### config.mk
export PLATFORM = sky130hd
export DESIGN_NAME = gimbal_setpoint_generator_top
export DESIGN_NICKNAME = d
export VERILOG_FILES = /design/src/hw/rtl/gsg_pkg.sv /design/src/hw/rtl/gimbal_setpoint_generator_top.sv /design/src/hw/rtl/gsg_terms.sv
export SDC_FILE = /design/constraint.sdc
export NUM_CORES = 2
export LEC_CHECK = 0
export BUFFER_PORTS_ARGS = -buffer_cell sky130_fd_sc_hd__buf_2
export CAP_MARGIN = 20
export CELL_PAD_IN_SITES_DETAIL_PLACEMENT = 0
export CELL_PAD_IN_SITES_GLOBAL_PLACEMENT = 1
export CORE_MARGIN = 2
export CORE_UTILIZATION = 56
export CTS_BUF_LIST = sky130_fd_sc_hd__clkbuf_8
export CTS_CLUSTER_SIZE = 14
export DETAILED_ROUTE_END_ITERATION = 8
export HOLD_SLACK_MARGIN = 0.1
export PLACE_DENSITY_LB_ADDON = 0.12
export SLEW_MARGIN = 20
export SYNTH_ARGS = -nofsm -noshare
export SYNTH_HDL_FRONTEND = slang
export SYNTH_HIERARCHICAL = 1
export SYNTH_SLANG_ARGS = --single-unit
### constraint.sdc
create_clock -name clock -period 28.9 [get_ports clock]
set_clock_uncertainty 0.15 [all_clocks]
set_input_delay 1.445 -clock clock [delete_from_list [all_inputs] [get_ports clock]]
set_output_delay 1.445 -clock clock [all_outputs]
set_load 0.01 [all_outputs]
### src/hw/rtl/gsg_pkg.sv
// gsg_pkg: shared types and constants of the gimbal setpoint generator
// holds the item structs, scaling divisors and their reciprocals
// no dependencies
package gsg_pkg;

   // register indexes on the csr port (byte address = 4 * index)
   localparam logic [2:0] REG_START_YAW   = 3'd0;
   localparam logic [2:0] REG_START_PITCH = 3'd1;
   localparam logic [2:0] REG_YAW_TARGET  = 3'd2;
   localparam logic [2:0] REG_PITCH_TGT   = 3'd3;
   localparam logic [2:0] REG_PITCH_LOW   = 3'd4;
   localparam logic [2:0] REG_PITCH_TOP   = 3'd5;
   localparam int         NUM_REGS        = 6;
   localparam int         ADDR_W          = 5;

   // centring step of 0.1 in q16.16
   localparam int STEP_TENTH = 6554;

   // scaled terms: stick_x / 3000, mouse_dx / 300, stick_y / 4000, mouse_dy / 400
   localparam int NUM_TERMS = 4;
   localparam int TERM_SX   = 0;
   localparam int TERM_MX   = 1;
   localparam int TERM_SY   = 2;
   localparam int TERM_MY   = 3;

   localparam int DIV_SX = 3000;
   localparam int DIV_MX = 300;
   localparam int DIV_SY = 4000;
   localparam int DIV_MY = 400;

   localparam logic [11:0] DEN [NUM_TERMS] = '{
      12'(DIV_SX), 12'(DIV_MX), 12'(DIV_SY), 12'(DIV_MY)
   };
   // half divisor, placed in the low 16 bits of the numerator for rounding
   localparam logic [15:0] DEN_HALF [NUM_TERMS] = '{
      16'(DIV_SX / 2), 16'(DIV_MX / 2), 16'(DIV_SY / 2), 16'(DIV_MY / 2)
   };
   // floor(2^32 / divisor)
   localparam logic [23:0] RECIP [NUM_TERMS] = '{
      24'(64'h1_0000_0000 / DIV_SX), 24'(64'h1_0000_0000 / DIV_MX),
      24'(64'h1_0000_0000 / DIV_SY), 24'(64'h1_0000_0000 / DIV_MY)
   };

   // one input item as registered at the entry of the pipeline
   typedef struct packed {
      logic               ctrl_key;
      logic               key_a;
      logic               key_d;
      logic               right_button;
      logic signed [10:0] stick_x;
      logic signed [10:0] stick_y;
      logic signed [15:0] mouse_dx;
      logic signed [15:0] mouse_dy;
      logic signed [31:0] vision_yaw_offset;
      logic signed [31:0] vision_pitch_offset;
      logic signed [31:0] pitch_encoder_angle;
   } item_type;

   // scaled terms and the fields that the state update still needs
   typedef struct packed {
      logic               ctrl_key;
      logic               key_a;
      logic               key_d;
      logic               right_button;
      logic signed [24:0] term_sx;
      logic signed [24:0] term_mx;
      logic signed [24:0] term_sy;
      logic signed [24:0] term_my;
      logic signed [31:0] vision_yaw_offset;
      logic signed [31:0] vision_pitch_offset;
      logic signed [31:0] pitch_encoder_angle;
   } terms_type;

endpackage

### src/hw/rtl/gimbal_setpoint_generator_top.sv
// gimbal_setpoint_generator_top: yaw/pitch setpoint generator with csr registers
// input register, scaling stages (gsg_terms), state update and result register
// depends on gsg_pkg and gsg_terms
//
//   channel | handshake               | payload
//   --------+-------------------------+--------------------------------------------
//   req     | req_valid / req_stall   | keys, stick, mouse, vision, encoder angle
//   rsp     | rsp_valid / rsp_stall   | yaw_setpoint, pitch_setpoint, centred
//   csr     | apb, pready tied high   | six 32-bit q16.16 registers at 4*index
//
// an item passes four registers: input register, two scaling stages set by the
// reciprocal multiply and its correction, then the state update that writes the
// result register; one item is accepted every cycle unless a stalled result
// holds the pipeline
// reset clears the pipeline valids, phase, invert flag, yaw and pitch state and csr registers
// a stalled result freezes the whole pipeline, so req_stall follows it
module gimbal_setpoint_generator_top (
   input  logic                         clock,
   input  logic                         reset,
   // item input
   input  logic                         req_valid,
   output logic                         req_stall,
   input  logic                         req_ctrl_key,
   input  logic                         req_key_a,
   input  logic                         req_key_d,
   input  logic                         req_right_button,
   input  logic signed [10:0]           req_stick_x,
   input  logic signed [10:0]           req_stick_y,
   input  logic signed [15:0]           req_mouse_dx,
   input  logic signed [15:0]           req_mouse_dy,
   input  logic signed [31:0]           req_vision_yaw_offset,
   input  logic signed [31:0]           req_vision_pitch_offset,
   input  logic signed [31:0]           req_pitch_encoder_angle,
   // item output
   output logic                         rsp_valid,
   input  logic                         rsp_stall,
   output logic signed [31:0]           rsp_yaw_setpoint,
   output logic signed [31:0]           rsp_pitch_setpoint,
   output logic                         rsp_centred,
   // register port
   input  logic                         csr_psel,
   input  logic                         csr_penable,
   input  logic                         csr_pwrite,
   input  logic [gsg_pkg::ADDR_W-1:0]   csr_paddr,
   input  logic [31:0]                  csr_pwdata,
   output logic [31:0]                  csr_prdata,
   output logic                         csr_pready
);

   typedef enum logic [1:0] {
      PH_UNLOADED,
      PH_CENTRING,
      PH_NORMAL
   } phase_type;

   localparam logic signed [34:0] SAT_MAX = 35'sh0_7FFF_FFFF;
   localparam logic signed [34:0] SAT_MIN = 35'sh7_8000_0000;

   logic signed [31:0] cfg_ff [gsg_pkg::NUM_REGS];
   logic               cfg_wr;
   logic [2:0]         cfg_idx;

   logic               advance;
   logic               v0_ff, v1_ff, v2_ff, rsp_valid_ff;
   gsg_pkg::item_type  item_ff;
   gsg_pkg::terms_type terms;

   phase_type          phase_ff, phase_in;
   logic signed [31:0] yaw_ff, yaw_in, pitch_ff, pitch_in;
   logic               invert_ff, invert_in;
   logic signed [31:0] rsp_yaw_ff, rsp_pitch_ff;
   logic               rsp_centred_ff;

   logic signed [31:0] yaw_cur, pitch_cur, yaw_tgt, pitch_tgt;
   logic               yaw_diff, pitch_diff;
   logic signed [31:0] pitch_step, yaw_step;
   logic               inv_nx;
   logic signed [33:0] yinc, pinc, tm_sel;
   logic signed [31:0] enc, lim_low, lim_top;
   logic               pitch_ok;
   logic signed [31:0] yaw_norm, pitch_norm;

   // integer part, truncated toward zero
   function automatic logic signed [16:0] int_part(input logic signed [31:0] v);
      logic signed [16:0] fl;
      fl = 17'(v >>> 16);
      return fl + 17'((v[31] && (v[15:0] != 16'd0)) ? 1 : 0);
   endfunction

   function automatic logic signed [31:0] sat32(input logic signed [34:0] v);
      logic signed [31:0] r;
      if (v > SAT_MAX) r = SAT_MAX[31:0];
      else if (v < SAT_MIN) r = SAT_MIN[31:0];
      else r = v[31:0];
      return r;
   endfunction

   function automatic logic signed [31:0] step_toward(input logic signed [31:0] cur,
                                                      input logic signed [31:0] tgt);
      logic signed [34:0] s;
      if (cur < tgt) s = 35'(cur) + 35'(gsg_pkg::STEP_TENTH);
      else s = 35'(cur) - 35'(gsg_pkg::STEP_TENTH);
      return sat32(s);
   endfunction

   // register port
   assign csr_pready = 1'b1;
   assign cfg_idx    = csr_paddr[gsg_pkg::ADDR_W-1:2];
   assign cfg_wr     = csr_psel && csr_penable && csr_pwrite;

   always_ff @(posedge clock) begin
      if (reset) begin
         for (int i = 0; i < gsg_pkg::NUM_REGS; i++) cfg_ff[i] <= '0;
      end else if (cfg_wr && (cfg_idx < 3'(gsg_pkg::NUM_REGS))) begin
         cfg_ff[cfg_idx] <= csr_pwdata;
      end
   end

   always_comb begin
      case (cfg_idx)
         gsg_pkg::REG_START_YAW:   csr_prdata = cfg_ff[gsg_pkg::REG_START_YAW];
         gsg_pkg::REG_START_PITCH: csr_prdata = cfg_ff[gsg_pkg::REG_START_PITCH];
         gsg_pkg::REG_YAW_TARGET:  csr_prdata = cfg_ff[gsg_pkg::REG_YAW_TARGET];
         gsg_pkg::REG_PITCH_TGT:   csr_prdata = cfg_ff[gsg_pkg::REG_PITCH_TGT];
         gsg_pkg::REG_PITCH_LOW:   csr_prdata = cfg_ff[gsg_pkg::REG_PITCH_LOW];
         gsg_pkg::REG_PITCH_TOP:   csr_prdata = cfg_ff[gsg_pkg::REG_PITCH_TOP];
         default:                  csr_prdata = '0;
      endcase
   end

   // pipeline moves as one unless the result waits
   assign advance   = !rsp_valid_ff || !rsp_stall;
   assign req_stall = !advance;

   always_ff @(posedge clock) begin
      if (reset) begin
         v0_ff        <= 1'b0;
         v1_ff        <= 1'b0;
         v2_ff        <= 1'b0;
         rsp_valid_ff <= 1'b0;
      end else if (advance) begin
         v0_ff        <= req_valid;
         v1_ff        <= v0_ff;
         v2_ff        <= v1_ff;
         rsp_valid_ff <= v2_ff;
      end
   end

   // input register
   always_ff @(posedge clock) begin
      if (advance) begin
         item_ff.ctrl_key            <= req_ctrl_key;
         item_ff.key_a               <= req_key_a;
         item_ff.key_d               <= req_key_d;
         item_ff.right_button        <= req_right_button;
         item_ff.stick_x             <= req_stick_x;
         item_ff.stick_y             <= req_stick_y;
         item_ff.mouse_dx            <= req_mouse_dx;
         item_ff.mouse_dy            <= req_mouse_dy;
         item_ff.vision_yaw_offset   <= req_vision_yaw_offset;
         item_ff.vision_pitch_offset <= req_vision_pitch_offset;
         item_ff.pitch_encoder_angle <= req_pitch_encoder_angle;
      end
   end

   gsg_terms u_terms (
      .clock   (clock),
      .advance (advance),
      .item    (item_ff),
      .terms   (terms)
   );

   // centring phase: pitch first, then yaw once pitch integer part matches
   always_comb begin
      yaw_cur    = (phase_ff == PH_UNLOADED) ? cfg_ff[gsg_pkg::REG_START_YAW] : yaw_ff;
      pitch_cur  = (phase_ff == PH_UNLOADED) ? cfg_ff[gsg_pkg::REG_START_PITCH] : pitch_ff;
      yaw_tgt    = cfg_ff[gsg_pkg::REG_YAW_TARGET];
      pitch_tgt  = cfg_ff[gsg_pkg::REG_PITCH_TGT];
      yaw_diff   = int_part(yaw_cur) != int_part(yaw_tgt);
      pitch_diff = int_part(pitch_cur) != int_part(pitch_tgt);
      pitch_step = pitch_diff ? step_toward(pitch_cur, pitch_tgt) : pitch_cur;
      yaw_step   = (yaw_diff && (int_part(pitch_step) == int_part(pitch_tgt)))
                   ? step_toward(yaw_cur, yaw_tgt) : yaw_cur;
   end

   // normal mode: invert keys, increments, pitch limit check
   always_comb begin
      if (terms.ctrl_key && terms.key_a) inv_nx = 1'b1;
      else if (terms.ctrl_key && terms.key_d) inv_nx = 1'b0;
      else inv_nx = invert_ff;

      yinc = 34'(terms.term_sx) - 34'(terms.term_mx)
             + (terms.right_button ? 34'(terms.vision_yaw_offset) : 34'sd0);
      tm_sel = inv_nx ? 34'(terms.term_my) : -34'(terms.term_my);
      if (terms.right_button)
         pinc = -34'(terms.term_sy) + tm_sel + 34'(terms.vision_pitch_offset);
      else
         pinc = 34'(terms.term_sy) + 34'(terms.term_my);

      enc      = terms.pitch_encoder_angle;
      lim_low  = cfg_ff[gsg_pkg::REG_PITCH_LOW];
      lim_top  = cfg_ff[gsg_pkg::REG_PITCH_TOP];
      pitch_ok = ((enc <= lim_low) && (pinc > 34'sd0))
              || ((enc >= lim_top) && (pinc < 34'sd0))
              || ((enc > lim_low) && (enc < lim_top));

      yaw_norm   = sat32(35'(yaw_ff) + 35'(yinc));
      pitch_norm = pitch_ok ? sat32(35'(pitch_ff) + 35'(pinc)) : pitch_ff;
   end

   // next state by phase
   always_comb begin
      case (phase_ff)
         PH_NORMAL: begin
            phase_in  = PH_NORMAL;
            yaw_in    = yaw_norm;
            pitch_in  = pitch_norm;
            invert_in = inv_nx;
         end
         default: begin
            phase_in  = (yaw_diff || pitch_diff) ? PH_CENTRING : PH_NORMAL;
            yaw_in    = yaw_step;
            pitch_in  = pitch_step;
            invert_in = invert_ff;
         end
      endcase
   end

   // state and result register
   always_ff @(posedge clock) begin
      if (reset) begin
         phase_ff  <= PH_UNLOADED;
         invert_ff <= 1'b0;
         yaw_ff    <= '0;
         pitch_ff  <= '0;
      end else if (advance && v2_ff) begin
         phase_ff  <= phase_in;
         invert_ff <= invert_in;
         yaw_ff    <= yaw_in;
         pitch_ff  <= pitch_in;
      end
   end

   always_ff @(posedge clock) begin
      if (advance && v2_ff) begin
         rsp_yaw_ff     <= yaw_in;
         rsp_pitch_ff   <= pitch_in;
         rsp_centred_ff <= (phase_in == PH_NORMAL);
      end
   end

   assign rsp_valid          = rsp_valid_ff;
   assign rsp_yaw_setpoint   = rsp_yaw_ff;
   assign rsp_pitch_setpoint = rsp_pitch_ff;
   assign rsp_centred        = rsp_centred_ff;

   // a result exists only after the first item loaded the start values
   a_loaded_before_rsp: assert property (@(posedge clock) disable iff (reset)
      rsp_valid_ff |-> (phase_ff != PH_UNLOADED))
      else $error("result present while phase unloaded");

   // normal mode never falls back
   a_normal_sticks: assert property (@(posedge clock) disable iff (reset)
      (phase_ff == PH_NORMAL) |=> (phase_ff == PH_NORMAL))
      else $error("left normal mode");

   // a centred result means the state is already in normal mode
   a_centred_phase: assert property (@(posedge clock) disable iff (reset)
      (rsp_valid_ff && rsp_centred_ff) |-> (phase_ff == PH_NORMAL))
      else $error("centred flag without normal phase");

   // state holds while the result waits
   a_state_frozen: assert property (@(posedge clock) disable iff (reset)
      (rsp_valid_ff && rsp_stall) |=> ($stable(yaw_ff) && $stable(pitch_ff)
                                       && $stable(invert_ff)))
      else $error("state changed under a stalled result");

endmodule

### src/hw/rtl/gsg_terms.sv
// gsg_terms: two-stage scaling of stick and mouse deltas to q16.16 increments
// rounded division by constants via reciprocal multiply and one correction step
// depends on gsg_pkg
module gsg_terms (
   input  logic               clock,
   input  logic               advance,
   input  gsg_pkg::item_type  item,
   output gsg_pkg::terms_type terms
);

   logic signed [16:0] raw      [gsg_pkg::NUM_TERMS];
   logic               sign_c   [gsg_pkg::NUM_TERMS];
   logic        [31:0] num_c    [gsg_pkg::NUM_TERMS];
   logic        [55:0] prod_c   [gsg_pkg::NUM_TERMS];
   logic               sign_ff  [gsg_pkg::NUM_TERMS];
   logic        [31:0] num_ff   [gsg_pkg::NUM_TERMS];
   logic        [23:0] quot_ff  [gsg_pkg::NUM_TERMS];
   logic        [35:0] back_c   [gsg_pkg::NUM_TERMS];
   logic        [35:0] rem_c    [gsg_pkg::NUM_TERMS];
   logic        [23:0] quot_c   [gsg_pkg::NUM_TERMS];
   logic signed [24:0] term_c   [gsg_pkg::NUM_TERMS];
   gsg_pkg::item_type  pass_ff;

   // magnitude, rounding numerator and reciprocal product
   always_comb begin
      raw[gsg_pkg::TERM_SX] = 17'(item.stick_x);
      raw[gsg_pkg::TERM_MX] = 17'(item.mouse_dx);
      raw[gsg_pkg::TERM_SY] = 17'(item.stick_y);
      raw[gsg_pkg::TERM_MY] = 17'(item.mouse_dy);
      for (int i = 0; i < gsg_pkg::NUM_TERMS; i++) begin
         sign_c[i] = raw[i][16];
         num_c[i]  = {(sign_c[i] ? 16'(-raw[i]) : raw[i][15:0]), gsg_pkg::DEN_HALF[i]};
         prod_c[i] = 56'(num_c[i]) * 56'(gsg_pkg::RECIP[i]);
      end
   end

   // first stage: estimate that is exact or one short
   always_ff @(posedge clock) begin
      if (advance) begin
         for (int i = 0; i < gsg_pkg::NUM_TERMS; i++) begin
            sign_ff[i] <= sign_c[i];
            num_ff[i]  <= num_c[i];
            quot_ff[i] <= prod_c[i][55:32];
         end
         pass_ff <= item;
      end
   end

   // correction and sign restore
   always_comb begin
      for (int i = 0; i < gsg_pkg::NUM_TERMS; i++) begin
         back_c[i] = 36'(quot_ff[i]) * 36'(gsg_pkg::DEN[i]);
         rem_c[i]  = 36'(num_ff[i]) - back_c[i];
         quot_c[i] = (rem_c[i] >= 36'(gsg_pkg::DEN[i])) ? quot_ff[i] + 24'd1 : quot_ff[i];
         term_c[i] = sign_ff[i] ? -$signed({1'b0, quot_c[i]}) : $signed({1'b0, quot_c[i]});
      end
   end

   // second stage: signed terms out
   always_ff @(posedge clock) begin
      if (advance) begin
         terms.ctrl_key            <= pass_ff.ctrl_key;
         terms.key_a               <= pass_ff.key_a;
         terms.key_d               <= pass_ff.key_d;
         terms.right_button        <= pass_ff.right_button;
         terms.term_sx             <= term_c[gsg_pkg::TERM_SX];
         terms.term_mx             <= term_c[gsg_pkg::TERM_MX];
         terms.term_sy             <= term_c[gsg_pkg::TERM_SY];
         terms.term_my             <= term_c[gsg_pkg::TERM_MY];
         terms.vision_yaw_offset   <= pass_ff.vision_yaw_offset;
         terms.vision_pitch_offset <= pass_ff.vision_pitch_offset;
         terms.pitch_encoder_angle <= pass_ff.pitch_encoder_angle;
      end
   end

endmodule
==> flow_summary.yaml <==
critical_path:
  path_buf_inv: 10
  cpPeakStageDelay_ps: 970
  critPathMaxFanout: 50
  rr_startpoint: "phase_ff[1]$_SDFFE_PP0P_"
  slowest_stage: "a211oi_4"
  cp.arrival_ps: 16500
  worst_setup_path_end_kind: "flop"
  critical_path_class: "reg -> reg"
  path_delay_family: "compound AO/OA/AOI/OAI gates"
  crit_top_cell: "buf_4"
  crit_start: "phase_ff[1]$_SDFFE_PP0P_"
  cp_data_required_time_ps: 29430
  cp-start-kind: "flop"
routing:
  wl_per_cell_um: 22.7
  viasPerCell: 5.96
  vias: 83393
  drtIter0Drc: 7137
  drtPass1Iterations: 7
  antenna_left: 0
  drcViolationCount: 0
  finalWirelength_um: 317000
clock_network:
  clkLatencyLatePin_ps: 980
  ctsHoldBuffers: 0
  root_buffer: "clkbuf_8"
  h-tree-depth: 4
  cts_resized: 0
  clkTransAtPathRegs_ps: 60
  cts_setup_buffers: 0
  ctsLongestPathBuffers: 3
  cts_tree: "built"
  clock-sinks: 940
  cts_made_buffers: 167
sta:
  fin_tns_setup_ps: 0
  hold_violations: 0
  fmax_ghz: 0.0626
  worstMarginPinSlew_ps: 1150
  rsz0062_at_grt: "no"
  setup_viol: 0
  max-slew-margin-rel: 0.226
  post-route-period-util: 0.552
  drv_slew: 0
  setup_ws_ps: 12940
  fin_crit_ps: 15960
flow_run:
  drv_cap: 0
synth:
  netlist_instances: 10936
  ys_types: 137
  synthFlopType: "edfxtp_1"
  synth_common_cells: "inv_1 (1684), ha_1 (1479), edfxtp_1 (869)"
  synth_seq_cells: 940
  avgSynthCellArea_um2: 9.65
  yosysMostFrequentCell: "inv_1"
  postSynth.asyncResetShare: 0
  yosysWarnings: 6
  syn_area_mm2: 0.105
  yosysTopAreaCell: "edfxtp_1"
  synth_edf_count: 869
  synth_top_area_frac: 0.247
  ys_top_cells_by_area: "edfxtp_1 (25%), ha_1 (18%), fa_1 (15%), inv_1 (6.0%), xnor2_1 (4.3%)"
  ys_seq_area_frac: 0.261
die:
  fp.coreArea_mm2: 0.187
  initial_core_util: 0.563
  placementRows: 159
  die_area_mm2: 0.192
  die_x_um: 438
  io_pins: 298
  die_h_um: 438
layout:
  instances_no_fill: 13982
  nets: 13789
  multi_input_area_mm2: 0.0709
  seqCellArea_mm2: 0.0275
  area_growth_pct: 7.87
  n_fill_cell: 16089
  drive_gt1_frac: 0.0774
placement:
  gp_congestion: 0.974
  pre_cts_ws_ps: 12870
  portBuffers: 294
  dp.cells: 13671
  hpwl_um: 259000
grt:
  grt_pass1_wl_um: 488000
  overflow: 0
  grt_usage: 0.329
  first_global_vias: 82847
  antenna_found_initial: 12
  grt_max_degree: 83
hold_path:
  hold_class: "reg -> reg"
  hold_path.startpoint: "u_terms/pass_ff[79]$_DFFE_PP_"
outcome:
  status: "completed"
[layout make-up]
| type | instances | share of cell area |
|---|---|---|
| Multi-Input combinational cell | 8119 | 0.623 |
| Clock buffer | 168 | 0.0203 |
| Timing Repair Buffer | 416 | 0.0211 |
| Clock inverter | 135 | 0.00993 |
| Antenna cell | 8 | 0.000176 |
| Sequential cell | 940 | 0.242 |
| Tap cell | 2495 | 0.0274 |
| Inverter | 1701 | 0.0561 |
[state kept, by name, indices dropped and copies added, names as in the netlist]
register / count
v2_ff: 1
pitch_ff: 32
u_terms/num_ff: 64
cfg_ff: 192
u_terms/pass_ff: 100
u_terms/terms: 200
rsp_centred: 1
u_terms/sign_ff: 4
v0_ff: 1
invert_ff: 1
phase_ff: 2
yaw_ff: 32
rsp_pitch_setpoint: 32
rsp_yaw_setpoint: 32
u_terms/quot_ff: 90
rsp_valid: 1
v1_ff: 1
item_ff: 154
[final timing paths]
path | endpoint | slack, ps | cells past startpoint
max | rsp_yaw_setpoint[9]$_DFFE_PP_ | 12940 | 43
max reg2reg | rsp_yaw_setpoint[9]$_DFFE_PP_ | 12940 | 43
min reg2reg | u_terms/terms[79]$_DFFE_PP_ | 180 | 0
min | u_terms/terms[79]$_DFFE_PP_ | 180 | 0
[routing by layer]
metal	global-route usage	part of all wire
met1	0.435	0.42
met2	0.540	0.47
met5	0	0.00013
met4	0.154	0.054
met3	0.0407	0.060
[stage by stage]
| step | cell area, µm² | util | hold slack [ps] |
|---|---|---|---|
| finish | 114000 | 0.607 | 184 |
| global placement | 110000 | 0.589 | 251 |
| detailed placement | 110000 | 0.589 | 255 |
| CTS | 114000 | 0.607 | 170 |
| global route | 114000 | 0.607 | 189 |
| floorplan | 106000 | - | 250 |
[worst reg2reg max path, delay by kind of cell, from the launching register on]
kind	cells	cell delay (ps)
AO/OA/AOI/OAI	15	5780
AND/OR/NAND/NOR	10	3220
flip-flops	1	320
adder cells (fa/ha/maj)	4	1600
multiplexers	2	850
XOR/XNOR	2	740
buffers and inverters	10	3040
[cells in the final DEF, fill, tap and decap left out, types with 82 or more instances in the layout]
master and instances:
o21ai_0 371, nand2b_1 85, o211ai_1 86, buf_2 294, clkbuf_8 168, a21oi_1 505
inv_1 1732, conb_1 105, xnor2_1 511, nor3_1 211, xor2_1 171, a31oi_1 90
ha_1 1479, nand3_1 244, buf_4 121, o21a_1 113, nor2_1 683, fa_1 767
nor2b_1 82, mux2i_1 89, edfxtp_1 869, nand4_1 100, and3_1 176, a22oi_1 117
nand2_1 615, a21o_1 208
[logic make-up after synthesis]
group           after synthesis  share of synthesized area
xor+xnor                    688                     0.0577
compound gates             2272                      0.147
mux                         128                     0.0132
simple gates               2680                      0.128
fa+ha+maj                  2246                      0.321
other cells                   3                   0.000107
flops                       940                      0.261
buf+inv                    1979                     0.0719
Power is left out: the tool's default activity adds up to more than one toggle a clock period on the data nets, which glitch-free logic cannot reach.
